File: src/sv/isc_pkg.sv
package isc_pkg;

   localparam int STACK_DEPTH_DEFAULT = 64;
   localparam int VALUE_WIDTH_DEFAULT = 32;

   localparam logic [2:0] CMD_PUSH = 3'd0;
   localparam logic [2:0] CMD_POP  = 3'd1;
   localparam logic [2:0] CMD_ADD  = 3'd2;
   localparam logic [2:0] CMD_SUB  = 3'd3;
   localparam logic [2:0] CMD_MUL  = 3'd4;
   localparam logic [2:0] CMD_DIV  = 3'd5;

   localparam logic [2:0] STATUS_OK       = 3'd0;
   localparam logic [2:0] STATUS_INVALID  = 3'd1;
   localparam logic [2:0] STATUS_EMPTY    = 3'd2;
   localparam logic [2:0] STATUS_TOO_FEW  = 3'd3;
   localparam logic [2:0] STATUS_DIV_ZERO = 3'd4;
   localparam logic [2:0] STATUS_FULL     = 3'd5;
   localparam logic [2:0] STATUS_HALTED   = 3'd6;

   typedef struct packed {
      logic [2:0]         command;
      logic signed [31:0] push_value;
   } req_type;

   typedef struct packed {
      logic [2:0]         status;
      logic signed [31:0] top_value;
      logic [6:0]         depth;
   } rsp_type;

endpackage

File: src/sv/integer_stack_calculator.sv
// Integer stack calculator.
// Each request beat carries one command (push, pop, add, sub, mul, div) and a
// push value; each command returns exactly one response beat with a status
// code, the new top of stack (zero when empty) and the new depth.
// Binary operations take the entry below the top as the left operand and the
// top as the right operand. Any error sets a sticky halt; afterwards every
// command reports halted and the stack stays frozen.
// Commands run one at a time under a small microcode program. A command that
// fails or meets the halt goes straight from the idle step to the emit step.
// The shift-add multiply and restoring-divide loops retire one operand bit
// per cycle.
// The request side is ready only while the sequencer sits in its idle step;
// it takes the next request while the previous response still waits in the
// output register. If the receiver stalls, the sequencer holds in its
// emit step until that register frees up.
// Reset empties the stack, clears the halt and drops any pending response.
// The stack storage itself is not cleared.
module integer_stack_calculator
   import isc_pkg::*;
#(
   parameter int STACK_DEPTH = STACK_DEPTH_DEFAULT,
   parameter int VALUE_WIDTH = VALUE_WIDTH_DEFAULT
) (
   input  logic    clock,
   input  logic    reset,
   input  logic    req_valid,
   output logic    req_ready,
   input  req_type req_data,
   output logic    rsp_valid,
   input  logic    rsp_ready,
   output rsp_type rsp_data
);

   localparam int AW  = (STACK_DEPTH > 1) ? $clog2(STACK_DEPTH) : 1;
   localparam int SPW = $clog2(STACK_DEPTH + 1);
   localparam int CW  = $clog2(VALUE_WIDTH);
   localparam logic [SPW-1:0] SP_FULL = SPW'(STACK_DEPTH);
   localparam logic [SPW-1:0] SP_TWO  = SPW'(2);
   localparam logic [CW-1:0]  CNT_LAST = CW'(VALUE_WIDTH - 1);

   typedef enum logic [3:0] {
      ST_IDLE, ST_PUSH, ST_POP_READ, ST_POP_LOAD, ST_BIN_READ, ST_BIN_LOAD,
      ST_ADD, ST_SUB, ST_MUL_SETUP, ST_MUL_LOOP, ST_DIV_SETUP, ST_DIV_LOOP,
      ST_DIV_FIX, ST_WRITE, ST_EMIT
   } step_type;

   typedef enum logic [3:0] {
      OP_NONE, OP_LATCH, OP_PUSH, OP_POP, OP_LOAD_A, OP_ADD, OP_SUB,
      OP_MUL_SETUP, OP_MUL_STEP, OP_DIV_SETUP, OP_DIV_STEP, OP_DIV_FIX,
      OP_WRITE, OP_EMIT
   } op_type;

   typedef enum logic [2:0] {
      SEQ_JUMP, SEQ_ACCEPT, SEQ_BRANCH_OP, SEQ_LOOP, SEQ_EMIT
   } seq_type;

   typedef struct packed {
      op_type   op;
      seq_type  seq;
      step_type target;
   } ctrl_type;

   function automatic ctrl_type microcode(input step_type step);
      ctrl_type cw;
      case (step)
         ST_IDLE:      cw = '{OP_LATCH,     SEQ_ACCEPT,    ST_IDLE};
         ST_PUSH:      cw = '{OP_PUSH,      SEQ_JUMP,      ST_EMIT};
         ST_POP_READ:  cw = '{OP_NONE,      SEQ_JUMP,      ST_POP_LOAD};
         ST_POP_LOAD:  cw = '{OP_POP,       SEQ_JUMP,      ST_EMIT};
         ST_BIN_READ:  cw = '{OP_NONE,      SEQ_JUMP,      ST_BIN_LOAD};
         ST_BIN_LOAD:  cw = '{OP_LOAD_A,    SEQ_BRANCH_OP, ST_ADD};
         ST_ADD:       cw = '{OP_ADD,       SEQ_JUMP,      ST_WRITE};
         ST_SUB:       cw = '{OP_SUB,       SEQ_JUMP,      ST_WRITE};
         ST_MUL_SETUP: cw = '{OP_MUL_SETUP, SEQ_JUMP,      ST_MUL_LOOP};
         ST_MUL_LOOP:  cw = '{OP_MUL_STEP,  SEQ_LOOP,      ST_WRITE};
         ST_DIV_SETUP: cw = '{OP_DIV_SETUP, SEQ_JUMP,      ST_DIV_LOOP};
         ST_DIV_LOOP:  cw = '{OP_DIV_STEP,  SEQ_LOOP,      ST_DIV_FIX};
         ST_DIV_FIX:   cw = '{OP_DIV_FIX,   SEQ_JUMP,      ST_WRITE};
         ST_WRITE:     cw = '{OP_WRITE,     SEQ_JUMP,      ST_EMIT};
         ST_EMIT:      cw = '{OP_EMIT,      SEQ_EMIT,      ST_IDLE};
         default:      cw = '{OP_NONE,      SEQ_JUMP,      ST_IDLE};
      endcase
      return cw;
   endfunction

   function automatic logic [VALUE_WIDTH-1:0] magnitude(input logic [VALUE_WIDTH-1:0] v);
      return v[VALUE_WIDTH-1] ? (~v + 1'b1) : v;
   endfunction

   step_type               step_ff, step_in;
   logic [SPW-1:0]         sp_ff, sp_in;
   logic                   halted_ff, halted_in;
   logic [2:0]             cmd_ff, cmd_in;
   logic [2:0]             status_ff, status_in;
   logic signed [31:0]     pv_ff, pv_in;
   logic [VALUE_WIDTH-1:0] tos_ff, tos_in;
   logic [VALUE_WIDTH-1:0] a_ff, a_in;
   logic [VALUE_WIDTH-1:0] x_ff, x_in;
   logic [VALUE_WIDTH-1:0] y_ff, y_in;
   logic [VALUE_WIDTH-1:0] acc_ff, acc_in;
   logic                   neg_ff, neg_in;
   logic [CW-1:0]          cnt_ff, cnt_in;
   logic                   rsp_valid_ff, rsp_valid_in;
   rsp_type                rsp_ff, rsp_in;

   logic [VALUE_WIDTH-1:0] stack_mem_ff [STACK_DEPTH];
   logic [VALUE_WIDTH-1:0] rd_data_ff;
   logic [AW-1:0]          rd_addr;
   logic                   mem_we;
   logic [AW-1:0]          mem_waddr;
   logic [VALUE_WIDTH-1:0] mem_wdata;

   ctrl_type               cw;
   logic                   req_fire;
   logic                   rsp_free;
   logic [2:0]             status_now;
   logic [SPW-1:0]         sp_minus_two;
   logic [VALUE_WIDTH:0]   trial;
   logic [VALUE_WIDTH:0]   diff;
   logic                   ge;

   assign cw           = microcode(step_ff);
   assign req_ready    = (cw.seq == SEQ_ACCEPT);
   assign req_fire     = req_valid && req_ready;
   assign rsp_free     = !rsp_valid_ff || rsp_ready;
   assign rsp_valid    = rsp_valid_ff;
   assign rsp_data     = rsp_ff;
   assign sp_minus_two = sp_ff - SP_TWO;
   assign rd_addr      = sp_minus_two[AW-1:0];

   assign trial = {acc_ff, x_ff[VALUE_WIDTH-1]};
   assign diff  = trial - {1'b0, y_ff};
   assign ge    = (trial >= {1'b0, y_ff});

   always_comb begin
      if (halted_ff) begin
         status_now = STATUS_HALTED;
      end else if (req_data.command == CMD_PUSH) begin
         status_now = (sp_ff >= SP_FULL) ? STATUS_FULL : STATUS_OK;
      end else if (req_data.command == CMD_POP) begin
         status_now = (sp_ff == '0) ? STATUS_EMPTY : STATUS_OK;
      end else if (req_data.command inside {[CMD_ADD:CMD_DIV]}) begin
         if (sp_ff < SP_TWO) begin
            status_now = STATUS_TOO_FEW;
         end else if (req_data.command == CMD_DIV && tos_ff == '0) begin
            status_now = STATUS_DIV_ZERO;
         end else begin
            status_now = STATUS_OK;
         end
      end else begin
         status_now = STATUS_INVALID;
      end
   end

   always_comb begin
      step_in      = step_ff;
      sp_in        = sp_ff;
      halted_in    = halted_ff;
      cmd_in       = cmd_ff;
      status_in    = status_ff;
      pv_in        = pv_ff;
      tos_in       = tos_ff;
      a_in         = a_ff;
      x_in         = x_ff;
      y_in         = y_ff;
      acc_in       = acc_ff;
      neg_in       = neg_ff;
      cnt_in       = cnt_ff;
      rsp_valid_in = rsp_valid_ff && !rsp_ready;
      rsp_in       = rsp_ff;
      mem_we       = 1'b0;
      mem_waddr    = sp_ff[AW-1:0];
      mem_wdata    = VALUE_WIDTH'(pv_ff);

      case (cw.op)
         OP_LATCH: begin
            if (req_fire) begin
               cmd_in    = req_data.command;
               pv_in     = req_data.push_value;
               status_in = status_now;
               if (status_now != STATUS_OK) begin
                  halted_in = 1'b1;
               end
            end
         end
         OP_PUSH: begin
            mem_we = 1'b1;
            tos_in = VALUE_WIDTH'(pv_ff);
            sp_in  = sp_ff + 1'b1;
         end
         OP_POP: begin
            tos_in = rd_data_ff;
            sp_in  = sp_ff - 1'b1;
         end
         OP_LOAD_A: begin
            a_in = rd_data_ff;
         end
         OP_ADD: begin
            acc_in = a_ff + tos_ff;
         end
         OP_SUB: begin
            acc_in = a_ff - tos_ff;
         end
         OP_MUL_SETUP: begin
            x_in   = a_ff;
            y_in   = tos_ff;
            acc_in = '0;
            cnt_in = '0;
         end
         OP_MUL_STEP: begin
            acc_in = acc_ff + (y_ff[0] ? x_ff : '0);
            x_in   = {x_ff[VALUE_WIDTH-2:0], 1'b0};
            y_in   = {1'b0, y_ff[VALUE_WIDTH-1:1]};
            cnt_in = cnt_ff + 1'b1;
         end
         OP_DIV_SETUP: begin
            x_in   = magnitude(a_ff);
            y_in   = magnitude(tos_ff);
            neg_in = a_ff[VALUE_WIDTH-1] ^ tos_ff[VALUE_WIDTH-1];
            acc_in = '0;
            cnt_in = '0;
         end
         OP_DIV_STEP: begin
            acc_in = ge ? diff[VALUE_WIDTH-1:0] : trial[VALUE_WIDTH-1:0];
            x_in   = {x_ff[VALUE_WIDTH-2:0], ge};
            cnt_in = cnt_ff + 1'b1;
         end
         OP_DIV_FIX: begin
            acc_in = neg_ff ? (~x_ff + 1'b1) : x_ff;
         end
         OP_WRITE: begin
            mem_we    = 1'b1;
            mem_waddr = rd_addr;
            mem_wdata = acc_ff;
            tos_in    = acc_ff;
            sp_in     = sp_ff - 1'b1;
         end
         OP_EMIT: begin
            if (rsp_free) begin
               rsp_valid_in     = 1'b1;
               rsp_in.status    = status_ff;
               rsp_in.top_value = (sp_ff == '0) ? '0 : 32'(tos_ff);
               rsp_in.depth     = 7'(sp_ff);
            end
         end
         default: begin
         end
      endcase

      case (cw.seq)
         SEQ_ACCEPT: begin
            if (req_fire) begin
               if (status_now != STATUS_OK) begin
                  step_in = ST_EMIT;
               end else if (req_data.command == CMD_PUSH) begin
                  step_in = ST_PUSH;
               end else if (req_data.command == CMD_POP) begin
                  step_in = ST_POP_READ;
               end else begin
                  step_in = ST_BIN_READ;
               end
            end
         end
         SEQ_BRANCH_OP: begin
            case (cmd_ff)
               CMD_ADD: step_in = ST_ADD;
               CMD_SUB: step_in = ST_SUB;
               CMD_MUL: step_in = ST_MUL_SETUP;
               default: step_in = ST_DIV_SETUP;
            endcase
         end
         SEQ_LOOP: begin
            step_in = (cnt_ff == CNT_LAST) ? cw.target : step_ff;
         end
         SEQ_EMIT: begin
            step_in = rsp_free ? cw.target : step_ff;
         end
         default: begin
            step_in = cw.target;
         end
      endcase
   end

   always_ff @(posedge clock) begin
      if (reset) begin
         step_ff      <= ST_IDLE;
         sp_ff        <= '0;
         halted_ff    <= 1'b0;
         rsp_valid_ff <= 1'b0;
      end else begin
         step_ff      <= step_in;
         sp_ff        <= sp_in;
         halted_ff    <= halted_in;
         rsp_valid_ff <= rsp_valid_in;
      end
      cmd_ff    <= cmd_in;
      status_ff <= status_in;
      pv_ff     <= pv_in;
      tos_ff    <= tos_in;
      a_ff      <= a_in;
      x_ff      <= x_in;
      y_ff      <= y_in;
      acc_ff    <= acc_in;
      neg_ff    <= neg_in;
      cnt_ff    <= cnt_in;
      rsp_ff    <= rsp_in;
   end

   always_ff @(posedge clock) begin
      if (mem_we) begin
         stack_mem_ff[mem_waddr] <= mem_wdata;
      end
      rd_data_ff <= stack_mem_ff[rd_addr];
   end

endmodule
File: config.mk
export PLATFORM = sky130hd
export DESIGN_NAME = integer_stack_calculator
export DESIGN_NICKNAME = d
export VERILOG_FILES = /design/src/sv/isc_pkg.sv /design/src/sv/integer_stack_calculator.sv
export SDC_FILE = /design/constraint.sdc
export NUM_CORES = 2
export LEC_CHECK = 0
export BUFFER_PORTS_ARGS = -buffer_cell sky130_fd_sc_hd__buf_2
export CAP_MARGIN = 25
export CORE_AREA = 2 2 499 501
export CTS_CLUSTER_DIAMETER = 50
export DETAILED_ROUTE_END_ITERATION = 10
export DIE_AREA = 0 0 501 503
export PLACE_DENSITY = 0.62
export SLEW_MARGIN = 20
export SYNTH_ARGS = -nofsm -noshare
export SYNTH_HDL_FRONTEND = slang
export SYNTH_SLANG_ARGS = --single-unit
File: constraint.sdc
create_clock -name clock -period 7.6 [get_ports clock]
set_input_delay 0.38 -clock clock [delete_from_list [all_inputs] [get_ports clock]]
set_output_delay 0.38 -clock clock [all_outputs]
set_load 0.02 [all_outputs]
After elaboration in Yosys (flattened, before gate mapping)
Memory sizes are Yosys's and may differ from the RTL's. A register that Yosys moved wholly into a read port is not among the register bits.
Cells that the tools add are included.

word-level totals
  word-level logic and storage cells = 126
  memories = 2
  output and inout port bits = 44
  memory bits (writable) = 2048
  register bits = 259
  ROM bits = 176
  bits of input ports = 39

cells by class
  bitwise gates (word level) = 4
  $add $sub $neg = 11
  magnitude comparators = 5
  reductions and logical operators = 25
  muxes and demuxes = 36
  equality and inequality tests = 26

memories
  memory           words  width  rd ports  clocked after Yosys merged registers in  write ports  line                             RTL
  stack_mem_ff     64     32     1         1                                        1            integer_stack_calculator.sv:106  logic [VALUE_WIDTH-1:0] stack_mem_ff [STACK_DEPTH];
  (no name shown)  16     11     1         1                                        0            integer_stack_calculator.sv:65   case (step)

operator list
  kind                                                              count
  32-bit 2-to-1 mux                                                 6
  32-bit case mux with 3 select lines                               2
  32-bit case mux with 6 select lines                               1
  32-bit case mux with 4 select lines                               1
  32-bit by 1-bit adder with 32-bit output (second input constant)  3
  32-bit NOT                                                        3
  32-bit adder                                                      2
  32-bit subtractor                                                 2
  33-bit by 32-bit >= comparator with 1-bit output                  1
  32-bit logical NOT                                                1
  3-bit 2-to-1 mux                                                  9
  4-bit == test (second input constant)                             6
  4-bit 2-to-1 mux                                                  6
  4-bit by 3-bit == test with 1-bit output (second input constant)  4
  4-bit case mux with 4 select lines                                1
  7-bit case mux with 2 select lines                                1
  3-bit by 2-bit == test with 1-bit output (second input constant)  4
  4-bit case mux with 3 select lines                                1
  5-bit case mux with 2 select lines                                1
  3-bit == test (second input constant)                             3
  3-bit nonzero test                                                3
  4-bit by 2-bit == test with 1-bit output (second input constant)  2
  2-bit OR reduction                                                4
  7-bit by 1-bit adder with 7-bit output (second input constant)    1
  other kinds (26)                                                  39

Depth between registers and ports, before layout
  word-level depth = 14
  mapped depth = 20
  gate-level depth less buffers = 19

Worst setup path after synthesis
OpenSTA, ideal clock, no wires.

  kind = flip-flop to flip-flop
  start = reg sp_ff[1]
  end = mem stack_mem_ff[26][0] (netlist bit) (enable)
  cell stages (with the launch flop) = 16
  required time = 7.179 ns
  library setup time = 0.421 ns
  buffers on the path = 9
  arrival time = 5.452 ns
  period minus slack after synthesis = 5.873 ns
  setup slack = 1.727 ns
  cells stage by stage = dfxtp_1 > clkbuf_1 > clkbuf_1 > clkbuf_1 > clkbuf_1 > inv_1 > ha_1 > clkbuf_1 > buf_2 > buf_1 > clkbuf_1 > buf_1 > nand2_1 > o21ai_0 > nand2_1 > nor2_1

on the way
  word-level cells in the longest chain between the ends = 2

RTL lines
  element                                      line                             RTL
  start: declaration                           integer_stack_calculator.sv:91   logic [SPW-1:0] sp_ff, sp_in;
  start signal: assignment                     integer_stack_calculator.sv:292  sp_ff <= sp_in;
  6-bit by 2-bit subtractor with 6-bit output  integer_stack_calculator.sv:128  assign sp_minus_two = sp_ff - SP_TWO;
  6-bit 2-to-1 mux *                           integer_stack_calculator.sv:175  case (cw.op)
  end: declaration                             integer_stack_calculator.sv:106

Every way passes the cells marked *; elsewhere a longest branch is shown, timed or not.

Worst setup path in the final report
  start = reg tos_ff[2]
  end = reg acc_ff[30], data pin

on the way
  word-level cells in the longest chain between the ends = 2
  elaborated cells between the ends (all ways) = 3
  classes of those cells = 2 x add/sub; 1 x mux

RTL lines
  element                                                   line                                                              RTL
  start: declaration                                        integer_stack_calculator.sv:96                                    logic [VALUE_WIDTH-1:0] tos_ff, tos_in;
  start signal: assignment                                  integer_stack_calculator.sv:299                                   tos_ff <= tos_in;
  32-bit subtractor / 32-bit adder (equally long branches)  integer_stack_calculator.sv:202, integer_stack_calculator.sv:199
  32-bit case mux with 6 select lines *                     integer_stack_calculator.sv:175
  named net acc_in[30]                                      integer_stack_calculator.sv:100                                   logic [VALUE_WIDTH-1:0] acc_ff, acc_in;
  end signal: assignment                                    integer_stack_calculator.sv:303                                   acc_ff <= acc_in;
  end: declaration                                          integer_stack_calculator.sv:100

Mark *: on every way through the listed nets, which the timed path passes. The rest lies on a longest branch.
A chain may end at the register's enable or synchronous reset.

==> flow_summary.yaml <==
run_status:
  status: "completed"
pwr:
  p_comb_share_pct: 33.8
  fin_total_pwr_uw: 44560
  p_switching_uw: 14920
  switching_share_pct: 33.49
  p_seq_share_pct: 37.0
  leakage_uw: 0.03571
  p_int_uw: 29640
  peakVddDrop_mv: 0.3174
  powerDensity_mw_per_mm2: 394.3
  power.share.clock_pct: 29.2
timing:
  relSlewSlack_pct: 32.54
  timing.final.crit_share_pct: 70.33
  timing.fmax_ghz: 0.1871
  maxSlewViolCount: 0
  rsz0062_at_grt: "false"
  whs_ps: 197.5
  setup-tns-final_ps: 0
  final-hold-violation-count: 0
  min_period_ps: 5345
  setup_viol: 0
  fin_skew_ps: 115.1
  worst_pin_slew_ps: 1009
worst_hold_path:
  hold_depth: 2
  hold_class: "input pin to flop"
  hold_path.startpoint: "req_valid"
  holdPathEnd: "pv_ff[7]"
yosys:
  yosysMostFrequentCell: "edfxtp_1"
  synth_common_cells: "2294 x edfxtp_1, 660 x mux4_2, 338 x nand2_1, 230 x nor2_1, 193 x a21oi_1"
  synth_top_family_by_area: "multiplexers"
  ys.flop_type: "edfxtp_1"
  ys_warn_count: 0
  avgSynthCellArea_um2: 18.51
  synth-simple-area-share_pct: 4.515
  synth_edf_count: 2294
  syn_nets: 5460
  yosysTopAreaCellShare_pct: 70.18
  synth_seq_cells: 2350
  synth_compound_area_share_pct: 4.413
  synth_fa_ha_area_share_pct: 1.535
  ys_seq_area_share_pct: 71.32
  synth.area.top_cells: "edfxtp_1 70%, mux4_2 15%, ha_1 1.5%"
  synth-xor-area-share_pct: 1.329
  synth_mux_area_share_pct: 15.45
  synth_top_cell_by_area: "edfxtp_1"
  synth.distinct_cells: 86
  synth.cell_area_mm2: 0.09816
  synth_cells: 5303
  async_flop_share_pct: 0
setup_path:
  ff2ff_path_depth: 17
  start_kind: "flop"
  cp.arrival_ps: 5960
  crit_start: "tos_ff[2]"
  r2r-end: "acc_ff[30]"
  reg2reg_from: "tos_ff[2]"
  rrSetupSlack_ps: 2250
  critPathKind: "flop to flop"
  crit_fanout: 7
  end_kind: "flop"
  required_ps: 8220
clocking:
  numCtsBuffers: 280
  cts_buffer_depth: 4
  cts-resized-gates: 0
  clkLatencyLatePin_ps: 960
  htreeDepth: 5
  clockRootBuffer: "clkbuf_16"
  cts.clk_slew.worst_paths_ps: 60
  cts_sinks: 2350
  cts_tree: "done"
  post_cts_buffers: 0
grt:
  track_usage_pct: 20.75
  grt_pass1_vias: 52325
  grt_pass1_wl_um: 378600
  grt_overflow: 0
  grt_start_max_net_pins: 109
  antenna_found_initial: 12
die:
  coreArea_mm2: 0.2471
  dieHeight_um: 503
  fp-row-count: 183
  die-area_mm2: 0.2520
  ios: 83
  initial_core_util_pct: 39.73
  die_w_um: 501
routing:
  drtIter0Drc: 6588
  wl_per_cell_um: 29.24
  route.detailed.drc: 0
  viasPerCell: 5.877
  wl_um: 263900
  drtAntennaViolNets: 0
  vias: 53037
  firstDrtPassIters: 5
layout:
  fillers: 20596
  postLayoutCellArea_mm2: 0.1130
  finalNonFillerCells: 9024
  drive_gt1_share_pct: 24.65
  layout.nets: 5753
  area_delta_synth_final_pct: 15.11
  regMostFlops: "stack_mem_ff"
  largest_register_ffs: 2048
placed_design:
  postPlaceCellArea_mm2: 0.1036
  place_hpwl_um: 162300
  placed_cells: 8510
  numPortBuffers: 82
  gp_congestion: 0.9454
run:
  drv_cap: 0
-- layout by cell type (no fill, tap or decap), types with 25 or more instances in the layout --
| cell type | netlist | final |
|---|---|---|
| bufinv_16 | 0 | 28 |
| clkinv_2 | 0 | 26 |
| a21oi_1 | 193 | 192 |
| o22ai_1 | 36 | 36 |
| nor3_1 | 64 | 60 |
| inv_1 | 94 | 94 |
| clkinv_1 | 1 | 43 |
| xor2_1 | 56 | 55 |
| nand3_1 | 63 | 62 |
| o31ai_1 | 27 | 27 |
| xnor2_1 | 93 | 90 |
| mux4_2 | 660 | 660 |
| nor2_1 | 230 | 164 |
| mux2i_1 | 27 | 27 |
| clkbuf_1 | 183 | 54 |
| a21o_1 | 37 | 37 |
| a22oi_1 | 29 | 28 |
| or3_1 | 29 | 29 |
| dlygate4sd3_1 | 0 | 38 |
| buf_4 | 1 | 148 |
| and2_1 | 72 | 72 |
| ha_1 | 114 | 113 |
| edfxtp_1 | 2294 | 2294 |
| nor2_4 | 0 | 64 |
| nand2_1 | 338 | 307 |
| buf_2 | 19 | 83 |
| dfxtp_1 | 56 | 54 |
| clkbuf_16 | 0 | 287 |
| o21ai_0 | 170 | 168 |
| nand2b_1 | 25 | 25 |
-- what timing repair did --
action                                 CTS  global route
setup endpoints to repair                0             0
hold buffers                            38             0
endpoints found under the hold margin   48             0
-- metal layers --
layer  track usage [%]  routed length, µm
met5                 0                 11
met4             5.978               7093
met2             33.86             128100
met3             3.210              18940
met1             28.95             109700
-- how the worst max path moves through the flow --
stage / slack (ps) / endpoint / cells past startpoint
2_1_floorplan: 1730 / stack_mem_ff[26][0] / 15
3_3_place_gp: 2390 / acc_ff[30] / 17
3_5_place_dp: 2330 / acc_ff[30] / 17
4_1_cts: 2310 / acc_ff[30] / 17
5_1_grt: 1910 / acc_ff[30] / 17
6_report: 2250 / acc_ff[30] / 17
-- through the flow --
step	util, %	setup slack (ps)
after floorplan	-	1727
after global placement	41.88	2389
after detailed placement	41.95	2331
after CTS	45.69	2313
after global routing	45.73	1912
final	45.73	2255
-- worst max-delay path: stages (launching register included) --
cell,delay [ps]
edfxtp_1,480
or4_1,560
nor4_2,340
nand2_1,260
nor3_1,370
nor3b_1,360
nor2_1,110
xnor2_1,150
ha_1,360
and3_1,180
and2_1,150
o21ai_0,100
a21oi_1,370
a41oi_1,290
o21ai_1,410
a21oi_1,120
a41o_1,220
a211o_1,280
-- power by group through the flow --
stage | clock network (µW) | logic (µW) | registers [µW]
after floorplan | 0 | 10300 | 16100
after global placement | 0 | 14900 | 16700
after detailed placement | 0 | 15000 | 16700
after CTS | 13200 | 15100 | 16500
after global routing | 13700 | 16100 | 16500
final | 13000 | 15100 | 16500
-- kinds of logic (layout without fill, tap and decap cells) --
logic type / after synthesis / count (layout)
DFF: 2350 / 2350
and+or+nand+nor: 944 / 944
muxes: 690 / 690
AOI/OAI and AO/OA: 685 / 685
buffers and inverters: 367 / 850
xor gates and xnor gates: 149 / 149
adders and majority gates: 118 / 118
other: 0 / 1
-- layout make-up --
type                            count  area [µm²]  share of cell area (%)
Antenna cell                        1       2.502                0.002215
Clock buffer                      347        7467                   6.609
Clock inverter                    125        1383                   1.224
Inverter                           95       356.6                  0.3156
Multi-Input combinational cell   2586       27510                   24.34
Sequential cell                  2350       70010                   61.96
Tap cell                         3237        4050                   3.584
Timing Repair Buffer              283        2210                   1.956
Note: power is estimated with default switching activity, not from simulation.
